==> src/rtl/core/cis_pkg.sv <==
// ----------------------------------------------------------------------------
// Case-insensitive search package
// Shared constants, register indexes and the letter folding function.
// ----------------------------------------------------------------------------
`default_nettype none

package cis_pkg;

   // Default sizing of the search
   localparam int MAX_PATTERN_LEN_DEF = 16;
   localparam int POSITION_BITS_DEF   = 16;

   // Fixed field widths
   localparam int BYTE_W         = 8;
   localparam int OUT_POS_W      = 16;
   localparam int COUNT_W        = 16;
   localparam int CFG_LEN_W      = 5;
   localparam int BYTES_PER_WORD = 8;
   localparam int REQ_DATA_W     = 8;
   localparam int RSP_DATA_W     = 48;
   localparam int RSP_USER_W     = 1;

   // Configuration port
   localparam int CSR_INDEX_W = 2;
   localparam int CSR_DATA_W  = 64;

   localparam logic [CSR_INDEX_W-1:0] CSR_PATTERN_LENGTH = 2'd0;
   localparam logic [CSR_INDEX_W-1:0] CSR_PATTERN_LOW    = 2'd1;
   localparam logic [CSR_INDEX_W-1:0] CSR_PATTERN_HIGH   = 2'd2;

   // Character codes used by the folding
   localparam logic [BYTE_W-1:0] CHAR_UPPER_A = 8'h41;
   localparam logic [BYTE_W-1:0] CHAR_UPPER_Z = 8'h5A;
   localparam logic [BYTE_W-1:0] CHAR_LOWER_A = 8'h61;

   // Fold A to Z to lower case; leave every other code alone
   function automatic logic [BYTE_W-1:0] fold_case(input logic [BYTE_W-1:0] b);
      logic [BYTE_W-1:0] r;
      r = b;
      if (b >= CHAR_UPPER_A && b <= CHAR_UPPER_Z) begin
         r = BYTE_W'(b - CHAR_UPPER_A + CHAR_LOWER_A);
      end
      return r;
   endfunction

endpackage

`default_nettype wire

==> src/rtl/core/cis_match.sv <==
// ----------------------------------------------------------------------------
// Window compare
// Compares the newest pattern-length bytes of the text window against the
// folded pattern, one lane per window position.
// ----------------------------------------------------------------------------
`default_nettype none

module cis_match #(
   parameter int MAX_LEN = cis_pkg::MAX_PATTERN_LEN_DEF,
   parameter int LEN_W   = $clog2(MAX_LEN + 1),
   parameter int IDX_W   = (MAX_LEN > 1) ? $clog2(MAX_LEN) : 1
) (
   input  wire logic [MAX_LEN-1:0][cis_pkg::BYTE_W-1:0] window,   // newest in entry 0
   input  wire logic [MAX_LEN-1:0][cis_pkg::BYTE_W-1:0] pattern,  // folded, byte 0 first
   input  wire logic [LEN_W-1:0]                        len,
   output logic                                         same
);

   logic [MAX_LEN-1:0] lane_ok;

   // Window entry j pairs with pattern byte len-1-j; lanes past len always pass
   for (genvar j = 0; j < MAX_LEN; j++) begin : g_lane
      logic [IDX_W-1:0] sel;
      assign sel = IDX_W'(len - LEN_W'(j) - LEN_W'(1));
      assign lane_ok[j] = (LEN_W'(j) >= len) ||
                          (window[j] == pattern[sel]);
   end

   assign same = &lane_ok;

endmodule

`default_nettype wire

==> src/rtl/core/case_insensitive_substring_search_top.sv <==
// ----------------------------------------------------------------------------
// Case-insensitive substring search
// Request path: an accepted request passes the input register, then the result
//   register, before rsp_tvalid rises. Throughput: 1 text byte per cycle unless
//   rsp_tready stalls, set by the combinational window compare and position update.
// Reset: synchronous, active high; pattern length 1, pattern bytes zero,
//   search state cleared. No clearing pass; requests are taken at once.
// ----------------------------------------------------------------------------
`default_nettype none

module case_insensitive_substring_search_top #(
   parameter int MAX_PATTERN_LEN = cis_pkg::MAX_PATTERN_LEN_DEF,
   parameter int POSITION_BITS   = cis_pkg::POSITION_BITS_DEF
) (
   input  wire logic                               clock,
   input  wire logic                               reset,

   // Text requests
   input  wire logic                               req_tvalid,
   output logic                                    req_tready,
   input  wire logic [cis_pkg::REQ_DATA_W-1:0]     req_tdata,   // [7:0] text_byte
   input  wire logic                               req_tlast,   // text_end

   // Results, one per request
   output logic                                    rsp_tvalid,
   input  wire logic                               rsp_tready,
   output logic [cis_pkg::RSP_DATA_W-1:0]          rsp_tdata,   // [15:0] match_start,
                                                                // [31:16] match_end,
                                                                // [47:32] match_total
   output logic [cis_pkg::RSP_USER_W-1:0]          rsp_tuser,   // [0] match_hit
   output logic                                    rsp_tlast,   // done_res

   // Configuration writes
   input  wire logic                               csr_valid,
   output logic                                    csr_ready,
   input  wire logic [cis_pkg::CSR_INDEX_W-1:0]    csr_index,
   input  wire logic [cis_pkg::CSR_DATA_W-1:0]     csr_wdata
);

   localparam int LEN_W = $clog2(MAX_PATTERN_LEN + 1);
   localparam int PB    = POSITION_BITS;
   localparam int BW    = cis_pkg::BYTE_W;
   localparam int CW    = cis_pkg::COUNT_W;
   localparam int OW    = cis_pkg::OUT_POS_W;

   localparam logic [PB-1:0] POS_MAX = '1;
   localparam logic [CW-1:0] CNT_MAX = '1;

   // ------------------------------------------------------------------------
   // Configuration: length is clamped to 1..MAX_PATTERN_LEN on write and the
   // pattern bytes are stored already folded.
   // ------------------------------------------------------------------------
   logic [LEN_W-1:0]                      len_ff, len_in;
   logic [MAX_PATTERN_LEN-1:0][BW-1:0]    pat_ff, pat_in;
   logic                                  csr_fire;
   logic [cis_pkg::CFG_LEN_W-1:0]         raw_len;

   assign csr_ready = 1'b1;
   assign csr_fire  = csr_valid && csr_ready;
   assign raw_len   = csr_wdata[cis_pkg::CFG_LEN_W-1:0];

   always_comb begin
      len_in = len_ff;
      if (csr_fire && csr_index == cis_pkg::CSR_PATTERN_LENGTH) begin
         if (raw_len == '0) begin
            len_in = LEN_W'(1);
         end else if (raw_len > cis_pkg::CFG_LEN_W'(MAX_PATTERN_LEN)) begin
            len_in = LEN_W'(MAX_PATTERN_LEN);
         end else begin
            len_in = LEN_W'(raw_len);
         end
      end
   end

   // Bytes 0..7 come from the low word, 8..15 from the high word
   for (genvar k = 0; k < MAX_PATTERN_LEN; k++) begin : g_pat
      if (k < cis_pkg::BYTES_PER_WORD) begin : g_low
         assign pat_in[k] = (csr_fire && csr_index == cis_pkg::CSR_PATTERN_LOW) ?
                            cis_pkg::fold_case(csr_wdata[k*BW +: BW]) : pat_ff[k];
      end else begin : g_high
         assign pat_in[k] = (csr_fire && csr_index == cis_pkg::CSR_PATTERN_HIGH) ?
                            cis_pkg::fold_case(
                               csr_wdata[(k - cis_pkg::BYTES_PER_WORD)*BW +: BW]) :
                            pat_ff[k];
      end
   end

   always_ff @(posedge clock) begin
      if (reset) begin
         len_ff <= LEN_W'(1);
         pat_ff <= '0;
      end else begin
         len_ff <= len_in;
         pat_ff <= pat_in;
      end
   end

   // ------------------------------------------------------------------------
   // Input register: hold the folded byte and the end flag.
   // ------------------------------------------------------------------------
   logic            s1_valid_ff, s1_valid_in;
   logic [BW-1:0]   s1_byte_ff, s1_byte_in;
   logic            s1_last_ff, s1_last_in;
   logic            req_fire;
   logic            s2_ready;     // result register can take a new value
   logic            s2_load;      // stage 1 moves into the result register

   assign s2_ready   = !rsp_tvalid || rsp_tready;
   assign s2_load    = s1_valid_ff && s2_ready;
   assign req_tready = !s1_valid_ff || s2_ready;
   assign req_fire   = req_tvalid && req_tready;

   always_comb begin
      s1_valid_in = s1_valid_ff;
      s1_byte_in  = s1_byte_ff;
      s1_last_in  = s1_last_ff;
      if (req_fire) begin
         s1_valid_in = 1'b1;
         s1_byte_in  = cis_pkg::fold_case(req_tdata[BW-1:0]);
         s1_last_in  = req_tlast;
      end else if (s2_load) begin
         s1_valid_in = 1'b0;
      end
   end

   always_ff @(posedge clock) begin
      if (reset) begin
         s1_valid_ff <= 1'b0;
      end else begin
         s1_valid_ff <= s1_valid_in;
      end
      s1_byte_ff <= s1_byte_in;
      s1_last_ff <= s1_last_in;
   end

   // ------------------------------------------------------------------------
   // Search state and result stage. Window entries past bytes_seen are never
   // compared, so the window needs no reset.
   // ------------------------------------------------------------------------
   logic [MAX_PATTERN_LEN-1:0][BW-1:0] win_ff, win_in;
   logic [PB-1:0]                      seen_ff, seen_in;
   logic [PB-1:0]                      earliest_ff, earliest_in;
   logic [CW-1:0]                      cnt_ff, cnt_in;

   logic [PB-1:0]                      pos;
   logic [PB-1:0]                      start_pos;
   logic                               win_same;
   logic                               hit;

   logic                               rsp_valid_ff, rsp_valid_in;
   logic                               rsp_hit_ff, rsp_hit_in;
   logic [OW-1:0]                      rsp_start_ff, rsp_start_in;
   logic [OW-1:0]                      rsp_end_ff, rsp_end_in;
   logic [CW-1:0]                      rsp_total_ff, rsp_total_in;
   logic                               rsp_last_ff, rsp_last_in;

   // Shift the new byte in at the newest end
   always_comb begin
      win_in = win_ff;
      if (s2_load) begin
         win_in[0] = s1_byte_ff;
         for (int i = 1; i < MAX_PATTERN_LEN; i++) begin
            win_in[i] = win_ff[i-1];
         end
      end
   end

   // Compare against the window as it stands after this byte
   cis_match #(
      .MAX_LEN (MAX_PATTERN_LEN),
      .LEN_W   (LEN_W)
   ) u_match (
      .window  (win_in),
      .pattern (pat_ff),
      .len     (len_ff),
      .same    (win_same)
   );

   // Position of this byte, held at the top once saturated
   assign pos       = (seen_ff == POS_MAX) ? seen_ff : PB'(seen_ff + PB'(1));
   assign start_pos = PB'(pos - PB'(len_ff) + PB'(1));
   assign hit       = (pos >= PB'(len_ff)) && win_same && (start_pos >= earliest_ff);

   always_comb begin
      seen_in     = seen_ff;
      earliest_in = earliest_ff;
      cnt_in      = cnt_ff;
      if (s2_load) begin
         seen_in = pos;
         if (hit) begin
            earliest_in = (pos == POS_MAX) ? POS_MAX : PB'(pos + PB'(1));
            cnt_in      = (cnt_ff == CNT_MAX) ? cnt_ff : CW'(cnt_ff + CW'(1));
         end
      end
   end

   always_comb begin
      rsp_valid_in = rsp_valid_ff;
      rsp_hit_in   = rsp_hit_ff;
      rsp_start_in = rsp_start_ff;
      rsp_end_in   = rsp_end_ff;
      rsp_total_in = rsp_total_ff;
      rsp_last_in  = rsp_last_ff;
      if (s2_load) begin
         rsp_valid_in = 1'b1;
         rsp_hit_in   = hit;
         rsp_start_in = hit ? OW'(start_pos) : '0;
         rsp_end_in   = hit ? OW'(pos) : '0;
         rsp_total_in = cnt_in;
         rsp_last_in  = s1_last_ff;
      end else if (rsp_tready) begin
         rsp_valid_in = 1'b0;
      end
   end

   always_ff @(posedge clock) begin
      if (reset) begin
         seen_ff      <= '0;
         earliest_ff  <= PB'(1);
         cnt_ff       <= '0;
         rsp_valid_ff <= 1'b0;
      end else begin
         // Drop the search state after the final byte
         if (s2_load && s1_last_ff) begin
            seen_ff     <= '0;
            earliest_ff <= PB'(1);
            cnt_ff      <= '0;
         end else begin
            seen_ff     <= seen_in;
            earliest_ff <= earliest_in;
            cnt_ff      <= cnt_in;
         end
         rsp_valid_ff <= rsp_valid_in;
      end
      win_ff       <= win_in;
      rsp_hit_ff   <= rsp_hit_in;
      rsp_start_ff <= rsp_start_in;
      rsp_end_ff   <= rsp_end_in;
      rsp_total_ff <= rsp_total_in;
      rsp_last_ff  <= rsp_last_in;
   end

   assign rsp_tvalid = rsp_valid_ff;
   assign rsp_tdata  = {rsp_total_ff, rsp_end_ff, rsp_start_ff};
   assign rsp_tuser  = rsp_hit_ff;
   assign rsp_tlast  = rsp_last_ff;

`ifndef SYNTH
   // The lowest allowed start is a 1-based position and never zero
   a_earliest_nonzero: assert property (@(posedge clock) disable iff (reset)
      earliest_ff != '0)
      else $error("earliest allowed start is zero");

   // The final byte leaves the search state cleared
   a_clear_on_end: assert property (@(posedge clock) disable iff (reset)
      (s2_load && s1_last_ff) |=>
         (seen_ff == '0 && cnt_ff == '0 && earliest_ff == PB'(1)))
      else $error("search state not cleared after final byte");

   // Within a text the match count never goes down
   a_count_monotonic: assert property (@(posedge clock) disable iff (reset)
      (s2_load && !s1_last_ff) |=> (cnt_ff >= $past(cnt_ff)))
      else $error("match count decreased");

   // Without a byte entering the result stage the search state holds
   a_state_hold: assert property (@(posedge clock) disable iff (reset)
      !s2_load |=> ($stable(seen_ff) && $stable(cnt_ff) && $stable(earliest_ff)))
      else $error("search state changed without a byte");
`endif

endmodule

`default_nettype wire

==> config.mk <==
export PLATFORM = sky130hd
export DESIGN_NAME = case_insensitive_substring_search_top
export DESIGN_NICKNAME = d
export VERILOG_FILES = /design/src/rtl/core/cis_pkg.sv /design/src/rtl/core/cis_match.sv /design/src/rtl/core/case_insensitive_substring_search_top.sv
export SDC_FILE = /design/constraint.sdc
export NUM_CORES = 1
export LEC_CHECK = 0
export BUFFER_PORTS_ARGS = -buffer_cell sky130_fd_sc_hd__buf_2
export CAP_MARGIN = 20
export CORE_ASPECT_RATIO = 2
export CORE_MARGIN = 2
export CORE_UTILIZATION = 40
export CTS_CLUSTER_DIAMETER = 40
export DETAILED_ROUTE_END_ITERATION = 12
export SYNTH_ARGS = -nofsm -noshare
export SYNTH_HDL_FRONTEND = slang
export SYNTH_SLANG_ARGS = --single-unit
==> constraint.sdc <==
create_clock -name clock -period 16.2 [get_ports clock]
set_input_delay 2.43 -clock clock [delete_from_list [all_inputs] [get_ports clock]]
set_output_delay 2.43 -clock clock [all_outputs]
set_load 0.02 [all_outputs]
==> results.json, run 1 <==
{
  "status": "completed",
  "worst_slack_ns": 7.45,
  "port_buffers": 131,
  "grt_pass1_wl_um": 146000,
  "drt_first_pass_iters": 6,
  "peakVddDrop_v": 0.0000797,
  "netlist_area_sq_mm": 0.0264,
  "synthAdderAreaFrac": 0.0380,
  "synth_compound_area_frac": 0.100,
  "die_w_um": 186,
  "clock_latency_ns": 0.59,
  "placement_rows": 133,
  "ys_seq_area_frac": 0.303,
  "dp_hpwl_um": 79400,
  "worstPathRequired_ns": 16.51,
  "critical_path.max_stage_delay_ns": 0.82,
  "slew-limit-headroom": 0.228,
  "grt_use_total": 0.298,
  "post_cts_resized": 0,
  "crit_top_cell": "ha_1",
  "setup_viol": 0,
  "hold_path_class": "reg -> reg",
  "drive_above_1_share": 0.250,
  "hold_start": "earliest_ff[14]",
  "tightest_slew_ns": 1.15,
  "overflow": 0,
  "initial_core_util": 0.403,
  "synth_top_family_by_area": "multiplexers",
  "clock.fmax_mhz": 114,
  "clk_pin_slew_ns": 0.06,
  "crit_type": "reg -> reg",
  "antenna_left": 0,
  "areaGrowthSynthToFinish_pct": 11.0,
  "numClockSinks": 370,
  "avgSynthCellArea_sq_um": 10.5,
  "drt_iter0_drc": 2090,
  "synth-xor-area-share": 0.0622,
  "chipHeight_um": 367,
  "synth.distinct_cells": 83,
  "dpl-instance-area_sq_mm": 0.0279,
  "syn_inst": 2523,
  "fin_setup_tns_ns": 0,
  "synth_enable_flop_cells": 59,
  "post_cts_buffers": 0,
  "viasPerCell": 6.20,
  "numPlacedInstances": 3414,
  "grt_pass1_vias": 21400,
  "cp-startpoint": "seen_ff[0]",
  "clock_path_buffers": 3,
  "slew_violations": 0,
  "antenna_found_initial": 2,
  "postLayoutCellArea_sq_mm": 0.0293,
  "yosys.area_share.simple": 0.131,
  "synth_flop_cell": "dfxtp_1",
  "cp.arrival_ns": 9.06,
  "hold_buffers": 0,
  "wl_um": 102000,
  "cts_inserted_buffers": 43,
  "cp-end-kind": "flip-flop",
  "io_pins": 133,
  "min_period_over_period": 0.540,
  "cts_max_level": 2,
  "cp_slowest_cell": "a2111oi_0",
  "finalNonFillerCells": 3496,
  "post_drt_wl_per_cell_um": 29.1,
  "power_density_mw_per_mm2": 106,
  "hold_violations": 0,
  "ys_async_sr_fraction": 0,
  "routabilityCongestion": 1.08,
  "dieArea_sq_mm": 0.0682,
  "critPathLaunchType": "flip-flop",
  "vias": 21700,
  "pre_cts_slack_ns": 7.56,
  "finalNetCount": 2745,
  "layout_min_cycle_time_ns": 8.75,
  "grt_max_degree": 95,
  "ys_ff_latch": 370,
  "core_sq_mm": 0.0656,
  "synth_mux_area_frac": 0.323,
  "fin_skew_ns": 0.0297,
  "worstPathMaxFanout": 19,
  "synthesis.nets": 2682,
  "yosysWarnings": 0,
  "cts_tree": "done",
  "holdWs_ns": 0.456,
  "reg2reg_from": "seen_ff[0]",
  "drc_errors": 0,
  "p_leak_uw": 0.0113,
  "clock-root-buffer": "clkbuf_16",
  "rsz0062_at_grt": "no",
  "max_cap_viol_count": 0
}
[where the power goes]
part           internal (uW)  leakage (uW)  switching (uW)
Combinational            364       0.00750             598
Sequential              1070       0.00310             107
Clock                    532      0.000666             447
[critical path, delay by kind of cell (launching register included)]
kind | cells | cell delay [ns]
adders and majority gates | 5 | 1.31
xor gates and xnor gates | 1 | 0.16
buffers and inverters | 3 | 0.25
DFF | 1 | 0.45
and+or+nand+nor | 9 | 3.07
muxes | 1 | 0.44
AOI/OAI and AO/OA | 11 | 2.81
[through the flow]
step | power, uW | util
2_1_floorplan | 1740 | -
3_3_place_gp | 2110 | 0.426
3_5_place_dp | 2120 | 0.426
4_1_cts | 3100 | 0.447
5_1_grt | 3210 | 0.447
6_report | 3120 | 0.447
[layout by cell type (no fill, tap or decap), drive strengths merged, types with 53 or more instances in the layout]
cell type,instances
mux2i,133
a21oi,158
a211oi,57
edfxtp,59
clkbuf,53
nand3,54
buf,190
xnor2,134
mux4,284
dfxtp,311
nand2,323
inv,92
mux2,70
ha,77
nor2,150
[worst paths after layout]
kind	endpoint	slack, ns	cells past startpoint
max	rsp_total_ff[13]	7.45	30
min	earliest_ff[14]	0.46	2
max reg2reg	rsp_total_ff[13]	7.45	30
min reg2reg	earliest_ff[14]	0.46	2
[per-layer routing]
metal | global-route usage | vias to the layer above | part of all wire
li1 | - | 9637 | -
met1 | 0.277 | 10700 | 0.30
met2 | 0.536 | 1018 | 0.52
met3 | 0.0489 | 351 | 0.055
met4 | 0.288 | 2 | 0.12
met5 | 0 | - | 0.00011
[registers in the layout, indices dropped and copies added (netlist names)]
name,flops
cnt_ff,16
earliest_ff,16
len_ff,5
pat_ff,128
rsp_end_ff,16
rsp_start_ff,16
rsp_tlast,1
rsp_total_ff,16
rsp_tuser,1
rsp_tvalid,1
s1_byte_ff,8
s1_last_ff,1
s1_valid_ff,1
seen_ff,16
win_ff,128
[cell families after synthesis]
kind of cell | count (synthesis)
buffers and inverters | 254
adder cells (fa/ha/maj) | 79
flip-flops | 370
XOR/XNOR | 185
AND/OR/NAND/NOR | 739
other | 1
AO/OA/AOI/OAI | 408
multiplexers | 487
[layout make-up]
| class | instances | area [sq um] |
|---|---|---|
| flip-flops and latches | 370 | 8010 |
| multi-input cells | 1899 | 17400 |
| inverters | 82 | 310 |
| clock inverters | 24 | 230 |
| clock buffers | 53 | 1140 |
| repair buffers | 190 | 1100 |
| diodes | 1 | 2.50 |
| well taps | 877 | 1100 |
| fillers | 6281 | 36200 |
[Yosys cell counts (all sizes together) (54+ instances only)]
cell type / instances / area share
a211oi: 57 / 0.016
a21oi: 158 / 0.030
buf: 84 / 0.019
clkbuf: 88 / 0.013
dfxtp: 311 / 0.24
edfxtp: 59 / 0.067
ha: 77 / 0.036
inv: 81 / 0.012
mux2: 70 / 0.030
mux2i: 133 / 0.050
mux4: 284 / 0.24
nand2: 323 / 0.046
nand3: 54 / 0.011
nor2: 150 / 0.021
xnor2: 134 / 0.045
Power figures use the tool's default switching activity.
==> inputs of run 2 (changes only) <==
Clock period 16.2 ns to 8 ns, I/O delays scaled along.
==> results.json, run 2 (synthesis results as in run 1) <==
{
  "status": "completed",
  "hold_violations": 0,
  "fin_skew_ns": 0.0305,
  "die_w_um": 186,
  "finalNonFillerCells": 3503,
  "reg2reg_depth": 29,
  "slew-limit-headroom": 0.181,
  "slew_violations": 0,
  "routabilityCongestion": 1.04,
  "hold_start": "earliest_ff[14]",
  "crit_type": "reg -> reg",
  "worst-path-stages": 29,
  "tightest_slew_ns": 1.23,
  "worstPathRequired_ns": 8.50,
  "fin_setup_tns_ns": 0,
  "finalNetCount": 2753,
  "layout_commonest_cell": "nand2_1",
  "drt_iter0_drc": 2098,
  "endpoint": "cnt_ff[3]",
  "critical_path.max_stage_delay_ns": 0.60,
  "placement_rows": 133,
  "antenna_found_initial": 1,
  "final_util": 0.449,
  "dp_hpwl_um": 78400,
  "numClockSinks": 370,
  "wl_met2_um": 51400,
  "cts_tree": "done",
  "wl_um": 100000,
  "areaGrowthSynthToFinish_pct": 11.3,
  "cp_slowest_cell": "or4_4",
  "rsz0062_at_grt": "no",
  "hold_path_class": "reg -> reg",
  "vias": 21600,
  "reg2reg_from": "seen_ff[0]",
  "clk_pin_slew_ns": 0.07,
  "cts_max_level": 2,
  "dr_wl_met3_um": 5320,
  "power_density_mw_per_mm2": 214,
  "grt_max_degree": 103,
  "grt_pass1_vias": 21400,
  "routed.top_layer": "met4",
  "final_cell_mix": "322 x nand2_1, 307 x dfxtp_1, 280 x mux4_2",
  "clock_latency_ns": 0.59,
  "reg2reg_slack_ns": 0.55,
  "cp.arrival_ns": 7.95,
  "initial_core_util": 0.403,
  "clock_path_buffers": 3,
  "clock-root-buffer": "clkbuf_16",
  "cp-startpoint": "seen_ff[0]",
  "r2r-end": "cnt_ff[3]",
  "drive_above_1_share": 0.252,
  "post_cts_buffers": 0,
  "post_drt_wl_per_cell_um": 28.6,
  "cp-end-kind": "flip-flop",
  "critPathLaunchType": "flip-flop",
  "viasPerCell": 6.17,
  "p_leak_uw": 0.0113,
  "port_buffers": 131,
  "peakVddDrop_v": 0.000129,
  "io_pins": 133,
  "grt_use_total": 0.295,
  "chipHeight_um": 367,
  "setup_viol": 0,
  "clock.fmax_mhz": 134,
  "max_cap_viol_count": 0,
  "drt_first_pass_iters": 6,
  "min_period_over_period": 0.931,
  "grt_pass1_wl_um": 145000,
  "cts_inserted_buffers": 41,
  "numPlacedInstances": 3426,
  "cp_num_buf_inv": 2,
  "crit_top_cell": "ha_1",
  "reg.largest.list": "pat_ff (128), win_ff (128)",
  "dieArea_sq_mm": 0.0682,
  "core_sq_mm": 0.0656,
  "antenna_left": 0,
  "crit_family": "simple AND/OR/NAND/NOR gates",
  "layout_min_cycle_time_ns": 7.45,
  "drc_errors": 0,
  "overflow": 0,
  "m1WireLength_um": 30400,
  "worstPathMaxFanout": 24
}
[run 2: worst min path at each step]
stage                                  to  slack, ns  cells after the start
after floorplan           earliest_ff[14]       0.43                      2
after global placement    earliest_ff[14]       0.44                      2
after detailed placement  earliest_ff[14]       0.45                      2
after CTS                 earliest_ff[14]       0.46                      2
after global routing      earliest_ff[14]       0.49                      2
final                     earliest_ff[14]       0.47                      2
[run 2: report_power, final]
part	switching (uW)	internal (uW)
Sequential	201	2170
Combinational	1250	744
Clock	850	1100
Total	2300	4010
[run 2: worst min-delay path, stage by stage (launching register included)]
cell and delay, ns:
dfxtp_1 0.32, nand2_1 0.05, a21oi_1 0.05
[run 2: area by class of cell]
| class | count | area, sq um |
|---|---|---|
| Clock buffer | 51 | 1100 |
| Clock inverter | 22 | 246 |
| Tap cell | 877 | 1100 |
| Timing Repair Buffer | 200 | 1200 |
| Antenna cell | 2 | 5.00 |
| Sequential cell | 370 | 8010 |
| Fill cell | 6365 | 36200 |
| Multi-Input combinational cell | 1899 | 17400 |
| Inverter | 82 | 310 |
[run 2: routing by layer]
layer,vias up,global-route usage
met1,10600,0.275
li1,9660,-
met2,1010,0.516
met5,-,0
met4,0,0.312
met3,343,0.0467
[run 2: what timing repair did]
action                     in CTS  in global routing
hold endpoints to repair        0                  0
hold buffers                    0                  0
gates resized for setup         0                  2
setup endpoints to repair       0                 18
[run 2: metrics by stage]
stage	power, uW	worst slack, ns	hold WS [ns]	instance area, sq um
after floorplan	3520	0.894	0.432	26400
final	6300	0.553	0.467	29400
after detailed placement	4310	0.607	0.452	28000
after CTS	6250	0.554	0.461	29400
after global placement	4270	0.613	0.444	28000
after global routing	6510	0.0414	0.491	29400
